$ cat config.mk
export PLATFORM = sky130hd
export DESIGN_NAME = multi_click_key_detector
export DESIGN_NICKNAME = d
export VERILOG_FILES = /design/src/rtl/mckd_pkg.sv /design/src/rtl/multi_click_key_detector.sv
export SDC_FILE = /design/constraint.sdc
export NUM_CORES = 1
export LEC_CHECK = 0
export BUFFER_PORTS_ARGS = -buffer_cell sky130_fd_sc_hd__buf_2
export CORE_MARGIN = 2
export CORE_UTILIZATION = 65
export DETAILED_ROUTE_END_ITERATION = 6
export MAX_ROUTING_LAYER = met4
export PLACE_DENSITY = 0.84
export SLEW_MARGIN = 40
export SYNTH_ARGS = -nofsm -noshare
export SYNTH_HDL_FRONTEND = slang
export SYNTH_SLANG_ARGS = --single-unit
$ cat constraint.sdc
create_clock -name clk -period 7.6 [get_ports clk]
set_input_delay 1.9 -clock clk [delete_from_list [all_inputs] [get_ports clk]]
set_output_delay 1.9 -clock clk [all_outputs]
set_load 0.05 [all_outputs]
$ cat src/rtl/mckd_pkg.sv
// ----------------------------------------------------------------------------
// mckd_pkg: shared types and constants for the multi-click key detector
// Holds the state encoding, event codes, register indexes and field widths.
// ----------------------------------------------------------------------------
package mckd_pkg;

  localparam int unsigned DebW  = 8;
  localparam int unsigned WinW  = 16;
  localparam int unsigned LongW = 16;
  localparam int unsigned CntW  = 16;
  localparam int unsigned CfgDW = 16;
  localparam int unsigned CfgIW = 2;
  localparam int unsigned EvW   = 3;

  // Configuration register indexes
  localparam logic [CfgIW-1:0] RegDebounce = 2'd0;
  localparam logic [CfgIW-1:0] RegWindow   = 2'd1;
  localparam logic [CfgIW-1:0] RegLong     = 2'd2;

  // Reset values of the configuration registers
  localparam logic [DebW-1:0]  DebReset  = 8'd2;
  localparam logic [WinW-1:0]  WinReset  = 16'd30;
  localparam logic [LongW-1:0] LongReset = 16'd120;

  typedef enum logic [3:0] {
    ST_IDLE         = 4'd0,
    ST_DEBOUNCE1    = 4'd1,
    ST_PRESSED1     = 4'd2,
    ST_WAIT2        = 4'd3,
    ST_DEBOUNCE2    = 4'd4,
    ST_PRESSED2     = 4'd5,
    ST_WAIT3        = 4'd6,
    ST_DEBOUNCE3    = 4'd7,
    ST_WAIT_RELEASE = 4'd8
  } state_t;

  typedef enum logic [EvW-1:0] {
    EV_NONE   = 3'd0,
    EV_SINGLE = 3'd1,
    EV_DOUBLE = 3'd2,
    EV_TRIPLE = 3'd3,
    EV_LONG   = 3'd4
  } event_t;

endpackage

$ cat src/rtl/multi_click_key_detector.sv
// ----------------------------------------------------------------------------
// multi_click_key_detector
// Debounces sampled key levels and reports single, double and triple clicks
// and long presses, one event code per scan tick.
// ----------------------------------------------------------------------------
//
//  Channel | Direction | Handshake          | Payload
//  --------+-----------+--------------------+---------------------------------
//  in      | input     | in_valid/in_stall  | key_down (1 bit)
//  out     | output    | out_valid/out_stall| event_code (3 bit)
//  cfg     | input     | cfg_we             | cfg_index (2 bit), cfg_data (16 bit)
//
//  One tick per cycle unless the result is stalled: a tick is registered on
//  entry, passes through the state machine and lands in the result register.
//  Reset empties both stages and returns the machine to idle with default
//  thresholds. A stalled result holds the input stage; a new tick is still
//  taken while the input stage is empty.
//
module multi_click_key_detector (
  input  logic                               clk,
  input  logic                               rst,
  input  logic                               in_valid,
  output logic                               in_stall,
  input  logic                               key_down,
  output logic                               out_valid,
  input  logic                               out_stall,
  output logic [mckd_pkg::EvW-1:0]           event_code,
  input  logic                               cfg_we,
  input  logic [mckd_pkg::CfgIW-1:0]         cfg_index,
  input  logic [mckd_pkg::CfgDW-1:0]         cfg_data
);

  // Configuration registers
  logic [mckd_pkg::DebW-1:0]  debounce_ticks;
  logic [mckd_pkg::WinW-1:0]  click_window_ticks;
  logic [mckd_pkg::LongW-1:0] long_press_ticks;

  // Input stage
  logic s1_valid;
  logic s1_key;

  // Machine state
  mckd_pkg::state_t          fsm_state, fsm_state_next;
  logic [mckd_pkg::CntW-1:0] press_count, press_count_next;
  logic [mckd_pkg::CntW-1:0] window_count, window_count_next;
  mckd_pkg::event_t          event_next;

  logic                      advance;
  logic [mckd_pkg::CntW-1:0] press_inc;
  logic [mckd_pkg::CntW-1:0] window_inc;
  logic                      deb_hit;
  logic                      long_hit;
  logic                      win_hit;

  // Write configuration registers
  always_ff @(posedge clk) begin
    if (rst) begin
      debounce_ticks     <= mckd_pkg::DebReset;
      click_window_ticks <= mckd_pkg::WinReset;
      long_press_ticks   <= mckd_pkg::LongReset;
    end else if (cfg_we) begin
      unique case (cfg_index)
        mckd_pkg::RegDebounce: debounce_ticks     <= cfg_data[mckd_pkg::DebW-1:0];
        mckd_pkg::RegWindow:   click_window_ticks <= cfg_data[mckd_pkg::WinW-1:0];
        mckd_pkg::RegLong:     long_press_ticks   <= cfg_data[mckd_pkg::LongW-1:0];
        default: ;
      endcase
    end
  end

  // Move the registered tick on when the result register is free or draining
  assign advance  = s1_valid && (!out_valid || !out_stall);
  assign in_stall = s1_valid && !advance;

  // Capture an incoming transaction
  always_ff @(posedge clk) begin
    if (rst) begin
      s1_valid <= 1'b0;
    end else if (in_valid && !in_stall) begin
      s1_valid <= 1'b1;
    end else if (advance) begin
      s1_valid <= 1'b0;
    end
  end

  always_ff @(posedge clk) begin
    if (in_valid && !in_stall) begin
      s1_key <= key_down;
    end
  end

  // Saturating increments and threshold compares
  assign press_inc  = (&press_count)  ? press_count  : press_count + 1'b1;
  assign window_inc = (&window_count) ? window_count : window_count + 1'b1;
  assign deb_hit    = press_inc >= {{(mckd_pkg::CntW-mckd_pkg::DebW){1'b0}}, debounce_ticks};
  assign long_hit   = press_inc >= long_press_ticks;
  assign win_hit    = window_inc >= click_window_ticks;

  // Next state and counters
  always_comb begin
    fsm_state_next    = fsm_state;
    press_count_next  = press_count;
    window_count_next = window_count;
    unique case (fsm_state)
      mckd_pkg::ST_IDLE: begin
        if (s1_key) begin
          fsm_state_next   = mckd_pkg::ST_DEBOUNCE1;
          press_count_next = '0;
        end
      end
      mckd_pkg::ST_DEBOUNCE1, mckd_pkg::ST_DEBOUNCE2, mckd_pkg::ST_DEBOUNCE3: begin
        if (s1_key) begin
          press_count_next = press_inc;
          if (deb_hit) begin
            if (fsm_state == mckd_pkg::ST_DEBOUNCE1) begin
              fsm_state_next = mckd_pkg::ST_PRESSED1;
            end else if (fsm_state == mckd_pkg::ST_DEBOUNCE2) begin
              fsm_state_next = mckd_pkg::ST_PRESSED2;
            end else begin
              fsm_state_next = mckd_pkg::ST_WAIT_RELEASE;
            end
          end
        end else begin
          fsm_state_next = mckd_pkg::ST_IDLE;
        end
      end
      mckd_pkg::ST_PRESSED1, mckd_pkg::ST_PRESSED2: begin
        if (s1_key) begin
          press_count_next = press_inc;
          if (long_hit) begin
            fsm_state_next = mckd_pkg::ST_WAIT_RELEASE;
          end
        end else begin
          fsm_state_next    = (fsm_state == mckd_pkg::ST_PRESSED1) ?
                              mckd_pkg::ST_WAIT2 : mckd_pkg::ST_WAIT3;
          window_count_next = '0;
        end
      end
      mckd_pkg::ST_WAIT2, mckd_pkg::ST_WAIT3: begin
        window_count_next = window_inc;
        if (s1_key) begin
          fsm_state_next   = (fsm_state == mckd_pkg::ST_WAIT2) ?
                             mckd_pkg::ST_DEBOUNCE2 : mckd_pkg::ST_DEBOUNCE3;
          press_count_next = '0;
        end else if (win_hit) begin
          fsm_state_next = mckd_pkg::ST_IDLE;
        end
      end
      mckd_pkg::ST_WAIT_RELEASE: begin
        if (!s1_key) begin
          fsm_state_next = mckd_pkg::ST_IDLE;
        end
      end
      default: begin
        fsm_state_next = mckd_pkg::ST_IDLE;
      end
    endcase
  end

  // Event decode
  always_comb begin
    event_next = mckd_pkg::EV_NONE;
    unique case (fsm_state)
      mckd_pkg::ST_DEBOUNCE2: begin
        if (!s1_key) event_next = mckd_pkg::EV_SINGLE;
      end
      mckd_pkg::ST_DEBOUNCE3: begin
        if (!s1_key) begin
          event_next = mckd_pkg::EV_DOUBLE;
        end else if (deb_hit) begin
          event_next = mckd_pkg::EV_TRIPLE;
        end
      end
      mckd_pkg::ST_PRESSED1, mckd_pkg::ST_PRESSED2: begin
        if (s1_key && long_hit) event_next = mckd_pkg::EV_LONG;
      end
      mckd_pkg::ST_WAIT2: begin
        if (!s1_key && win_hit) event_next = mckd_pkg::EV_SINGLE;
      end
      mckd_pkg::ST_WAIT3: begin
        if (!s1_key && win_hit) event_next = mckd_pkg::EV_DOUBLE;
      end
      default: begin
        event_next = mckd_pkg::EV_NONE;
      end
    endcase
  end

  // Advance the machine once per tick
  always_ff @(posedge clk) begin
    if (rst) begin
      fsm_state    <= mckd_pkg::ST_IDLE;
      press_count  <= '0;
      window_count <= '0;
    end else if (advance) begin
      fsm_state    <= fsm_state_next;
      press_count  <= press_count_next;
      window_count <= window_count_next;
    end
  end

  // Result register
  always_ff @(posedge clk) begin
    if (rst) begin
      out_valid <= 1'b0;
    end else if (advance) begin
      out_valid <= 1'b1;
    end else if (!out_stall) begin
      out_valid <= 1'b0;
    end
  end

  always_ff @(posedge clk) begin
    if (advance) begin
      event_code <= event_next;
    end
  end

  // Checks
  a_idle_quiet: assert property (@(posedge clk) disable iff (rst)
    (advance && fsm_state == mckd_pkg::ST_IDLE) |=> (out_valid && event_code == mckd_pkg::EV_NONE))
    else $error("idle tick reported an event");

  a_release_quiet: assert property (@(posedge clk) disable iff (rst)
    (advance && fsm_state == mckd_pkg::ST_WAIT_RELEASE) |=> (event_code == mckd_pkg::EV_NONE))
    else $error("wait-for-release tick reported an event");

  a_triple_release: assert property (@(posedge clk) disable iff (rst)
    (advance && event_next == mckd_pkg::EV_TRIPLE) |=> (fsm_state == mckd_pkg::ST_WAIT_RELEASE))
    else $error("triple click did not lead to wait for release");

  a_long_release: assert property (@(posedge clk) disable iff (rst)
    (advance && event_next == mckd_pkg::EV_LONG) |=> (fsm_state == mckd_pkg::ST_WAIT_RELEASE))
    else $error("long press did not lead to wait for release");

  a_empty_ready: assert property (@(posedge clk) disable iff (rst)
    !s1_valid |-> !in_stall)
    else $error("input stalled with an empty input stage");

endmodule
==> results.env <==
RUN_STATUS='complete, no violations'
CTS-ROOT-BUF='clkbuf_8'
SHARE_OF_THE_SYNTHESIZED_AREA_IN_THE_TOP_CELL_TYPE_PCT=30.8
LAYOUT.CELLS.NON_FILLER=762
AREA_LEADER_NETLIST='dfxtp_1'
POST_DRT_WL_PER_CELL_UM=15.1
SYNTHCELLS=646
MIN_TO='long_press_ticks[7]$_SDFFE_PP0P_'
YS.FLOP_TYPE='dfxtp_1'
GLOBAL_ROUTE.OVERFLOW_TOTAL=0
FINALMAXSLEWVIOLATIONS=0
REG2REG_TO='fsm_state[1]$_SDFFE_PP0P_'
POST_SYNTH_MAIN_AREA_CONTRIBUTORS='dfxtp_1 (31%), ha_1 (10%), nand2_1 (7.3%)'
SKEW_PAIR_LATE_INSERTION_DELAY_NS=0.37
YS_FF_LATCH=82
HOLDBUFCOUNTCTS=0
MAXIMUM_NUMBER_OF_PINS_ON_ONE_NET_BEFORE_GLOBAL_ROUTE_REPAIR=69
CRIT_CELLS=14
PLACED_INSTANCE_AREA_UM2=5190
FIN_NETS=721
HOLD_DEPTH=2
CRIT_REQUIRED_NS=7.86
CLKSINKCOUNT=82
CRITICAL_PATH.CELL_CHAIN='nand3_1, nor3_1, nand2_1, nand2_1, xnor2_1, ha_1, a211o_1, a31oi_1, nor4_1, or4b_2, nor4_2, a221o_1, a211oi_1, a311o_1'
FIN_CRIT_NS=4.46
DIE-HEIGHT_UM=92.3
DIE_WIDTH_UM=92.3
REMAINING_DRC_ERRORS=0
PATH_DELAY_FAMILY='simple AND/OR/NAND/NOR gates'
CTS.REPAIR_TIMING.SETUP_BUFFER_COUNT=0
INITIAL_CORE_UTIL_PCT=66.3
DRT-PASS1-ITER-COUNT=5
CRITICAL-PATH-SLOWEST-CELL='or4b_2'
AREA.GROWTH.SYNTH_TO_FINAL_PCT=6.12
SYNTHARSTFLOPSHARE_PCT=0
ARRIVAL_NS=4.72
WORST_SETUP_PATH_END_KIND='flip-flop'
SETUP-TNS-FINAL_NS=0
SYN-NUM-NETS=712
CLK_PIN_SLEW_WORST_PATHS_NS=0.09
FIN_AREA_UM2=5380
MOST_USED_CELL_ALONG_THE_CRITICAL_PATH='nand2_1'
SYNTH.YOSYS.WARNINGS=0
MIN_PERIOD_OVER_PERIOD_PCT=58.7
IO_PINS=29
POWER_PER_CELL_AREA_nW_PER_UM2=156
HTREEDEPTH=3
CRIT_BUF_INV=0
PORT_BUFFERS=28
ROWS=32
WORST_SETUP_PATH_START_KIND='flip-flop'
MOST-COMMON-LAYOUT-CELLS='nand2_1 (99), dfxtp_1 (78), nor2_1 (70), a21oi_1 (59), inv_1 (49)'
HOLD_START='long_press_ticks[7]$_SDFFE_PP0P_'
GRT_USE_TOTAL_PCT=28.9
WORST_SLEW_MARGIN_REL_PCT=50.4
HALF_PERIMETER_WIRE_LENGTH_OF_THE_DETAILED_PLACEMENT_RESULT_MM=8.28
FINALSETUPVIOLATIONS=0
MOSTFREQUENTLAYOUTCELL='nand2_1'
CTS_REPAIR_RESIZE_COUNT=0
CRITICAL_PATH.REG2REG.STARTPOINT='press_count[13]$_SDFFE_PP0P_'
CRIT_FANOUT=8
VIA_COUNT_OF_THE_FIRST_GLOBAL_ROUTING_PASS=4284
WORST_R2R_PATH_DEPTH=14
MAXCAPVIOLCOUNT=0
MULTI_INPUT_COMB_AREA_UM2=3040
WORSTMARGINPINSLEW_NS=0.744
DIE-AREA_UM2=8520
LEAKAGEPOWER_nW=2.20
CTSLONGESTPATHBUFFERS=2
FF2FF_SETUP_SLACK_NS=3.14
CTS_TREE='yes'
FINALHOLDVIOLATIONS=0
FINAL_CORE_UTIL_PCT=70.4
MIN_DELAY_WORST_TYPE='flip-flop to flip-flop'
ROUTED_VIA_COUNT=4577
N_FILL_CELL=630
SEQUENTIAL_CELL_AREA_UM2=1680
CPPEAKSTAGEDELAY_NS=0.63
SYNTH_SEQUENTIAL_AREA_RATIO_PCT=33.2
SYNTH_AREA_UM2=5070
SETUP_REPAIR_AFTER_GLOBAL_ROUTING_MISSED_ITS_MARGIN='no'
ROUTE.FINAL.WIRE_LENGTH_MM=11.5
CORE-AREA_UM2=7650
PLACED_CELLS=746
ROUTE.ANTENNA.REMAINING_NETS=0
N_ANTENNA_CELL=0
GRT_FIRST_PASS_WIRELENGTH_MM=19.4
SYN_AREA_CELL_UM2=7.85
HIGHEST_CLOCK_RATE_MHz=224
VIA_PER_INST=6.01
FINAL_LAYOUT_SIZE_SUFFIX_GT1_SHARE_PCT=10.6
GRT_ANTENNA_BEFORE_REPAIR=0
DRTITER0DRC=262
CTS_INSERTED_BUFFERS=9
FINALCLOCKSKEW_NS=0.00926
CRITICAL_PATH_CLASS='flip-flop to flip-flop'
FINALWEIGHTEDCONGESTION=0.871
IRDROPWORSTVDD_mV=0.0926
DISTINCT_CELL_TYPE_COUNT_AFTER_SYNTHESIS=59
SYNTH-EDFF-COUNT=4
## sequential cells by signal, indices dropped and copies added, names as in the netlist, 3 cells and up
| name | cells |
|---|---|
| long_press_ticks | 16 |
| event_code | 3 |
| debounce_ticks | 8 |
| press_count | 16 |
| click_window_ticks | 16 |
| window_count | 16 |
| fsm_state | 4 |
## cells by family after synthesis
| family | synth area share [%] |
|---|---|
| simple gates | 25.2 |
| buf+inv | 7.16 |
| xor+xnor | 3.80 |
| mux | 2.05 |
| compound gates | 18.2 |
| flops | 33.2 |
| fa+ha+maj | 10.4 |
## power breakdown
part / internal, W / switching [W] / total (W)
clock network: 0.000135 / 0.000178 / 0.000313
logic: 0.0000260 / 0.0000468 / 0.0000729
registers: 0.000443 / 0.00000887 / 0.000452
total: 0.000604 / 0.000233 / 0.000837
## metrics by stage
step                setup WS [ns]  hold slack, ns  power (W)
finish                       3.14           0.459   0.000837
global route                 2.82           0.473   0.000868
CTS                          3.22           0.460   0.000838
detailed placement           3.23           0.447   0.000533
global placement             3.26           0.444   0.000530
floorplan                    3.32           0.436   0.000512
## Yosys cell counts (all sizes together), types with 2 or more instances
| cell type | number |
|---|---|
| nand2 | 99 |
| dfxtp | 78 |
| nor2 | 71 |
| a21oi | 59 |
| inv | 49 |
| ha | 42 |
| clkbuf | 26 |
| a22oi | 20 |
| nand3 | 16 |
| nor3 | 16 |
| xnor2 | 16 |
| nand4 | 14 |
| o21ai | 13 |
| o211ai | 11 |
| a21o | 8 |
| a211oi | 7 |
| mux2i | 7 |
| nor2b | 7 |
| and4 | 6 |
| buf | 6 |
| or3 | 6 |
| xor2 | 6 |
| a31oi | 5 |
| nor4 | 5 |
| a311oi | 4 |
| and3 | 4 |
| edfxtp | 4 |
| nand3b | 4 |
| a211o | 3 |
| and2b | 3 |
| and3b | 3 |
| mux2 | 3 |
| nand2b | 3 |
| a2111oi | 2 |
| nor3b | 2 |
| o21a | 2 |
| o41ai | 2 |
| or2 | 2 |
| or2b | 2 |
## layer usage
metal | part of all wire (%) | GRT usage (%) | routed length (um)
met1 | 45 | 37.0 | 5220
met5 | 0 | - | 0
met3 | 5.1 | 6.27 | 588
met2 | 48 | 47.3 | 5540
met4 | 1.4 | 6.59 | 158
## cell type report
| cell class | count | area share, % |
|---|---|---|
| Multi-Input combinational cell | 483 | 56.5 |
| Sequential cell | 82 | 31.3 |
| Inverter | 49 | 3.42 |
| Timing Repair Buffer | 30 | 2.88 |
| Clock buffer | 10 | 2.56 |
| Tap cell | 102 | 2.37 |
| Clock inverter | 6 | 1.02 |
## worst max-delay path by stage
stage	end	start	slack [ns]
after floorplan	in_stall	out_stall	3.32
after global placement	in_stall	out_stall	3.26
after detailed placement	in_stall	out_stall	3.23
after CTS	fsm_state[1]$_SDFFE_PP0P_	press_count[13]$_SDFFE_PP0P_	3.22
after global routing	fsm_state[1]$_SDFFE_PP0P_	press_count[13]$_SDFFE_PP0P_	2.82
final	fsm_state[1]$_SDFFE_PP0P_	press_count[13]$_SDFFE_PP0P_	3.14
## worst reg2reg max path, delay by kind of cell (launching register included)
kind | cells | cell delay, ns
AOI/OAI and AO/OA | 5 | 1.11
xor gates and xnor gates | 1 | 0.20
and+or+nand+nor | 7 | 2.25
adders and majority gates | 1 | 0.31
DFF | 1 | 0.49
Power figures use the tool's default switching activity.
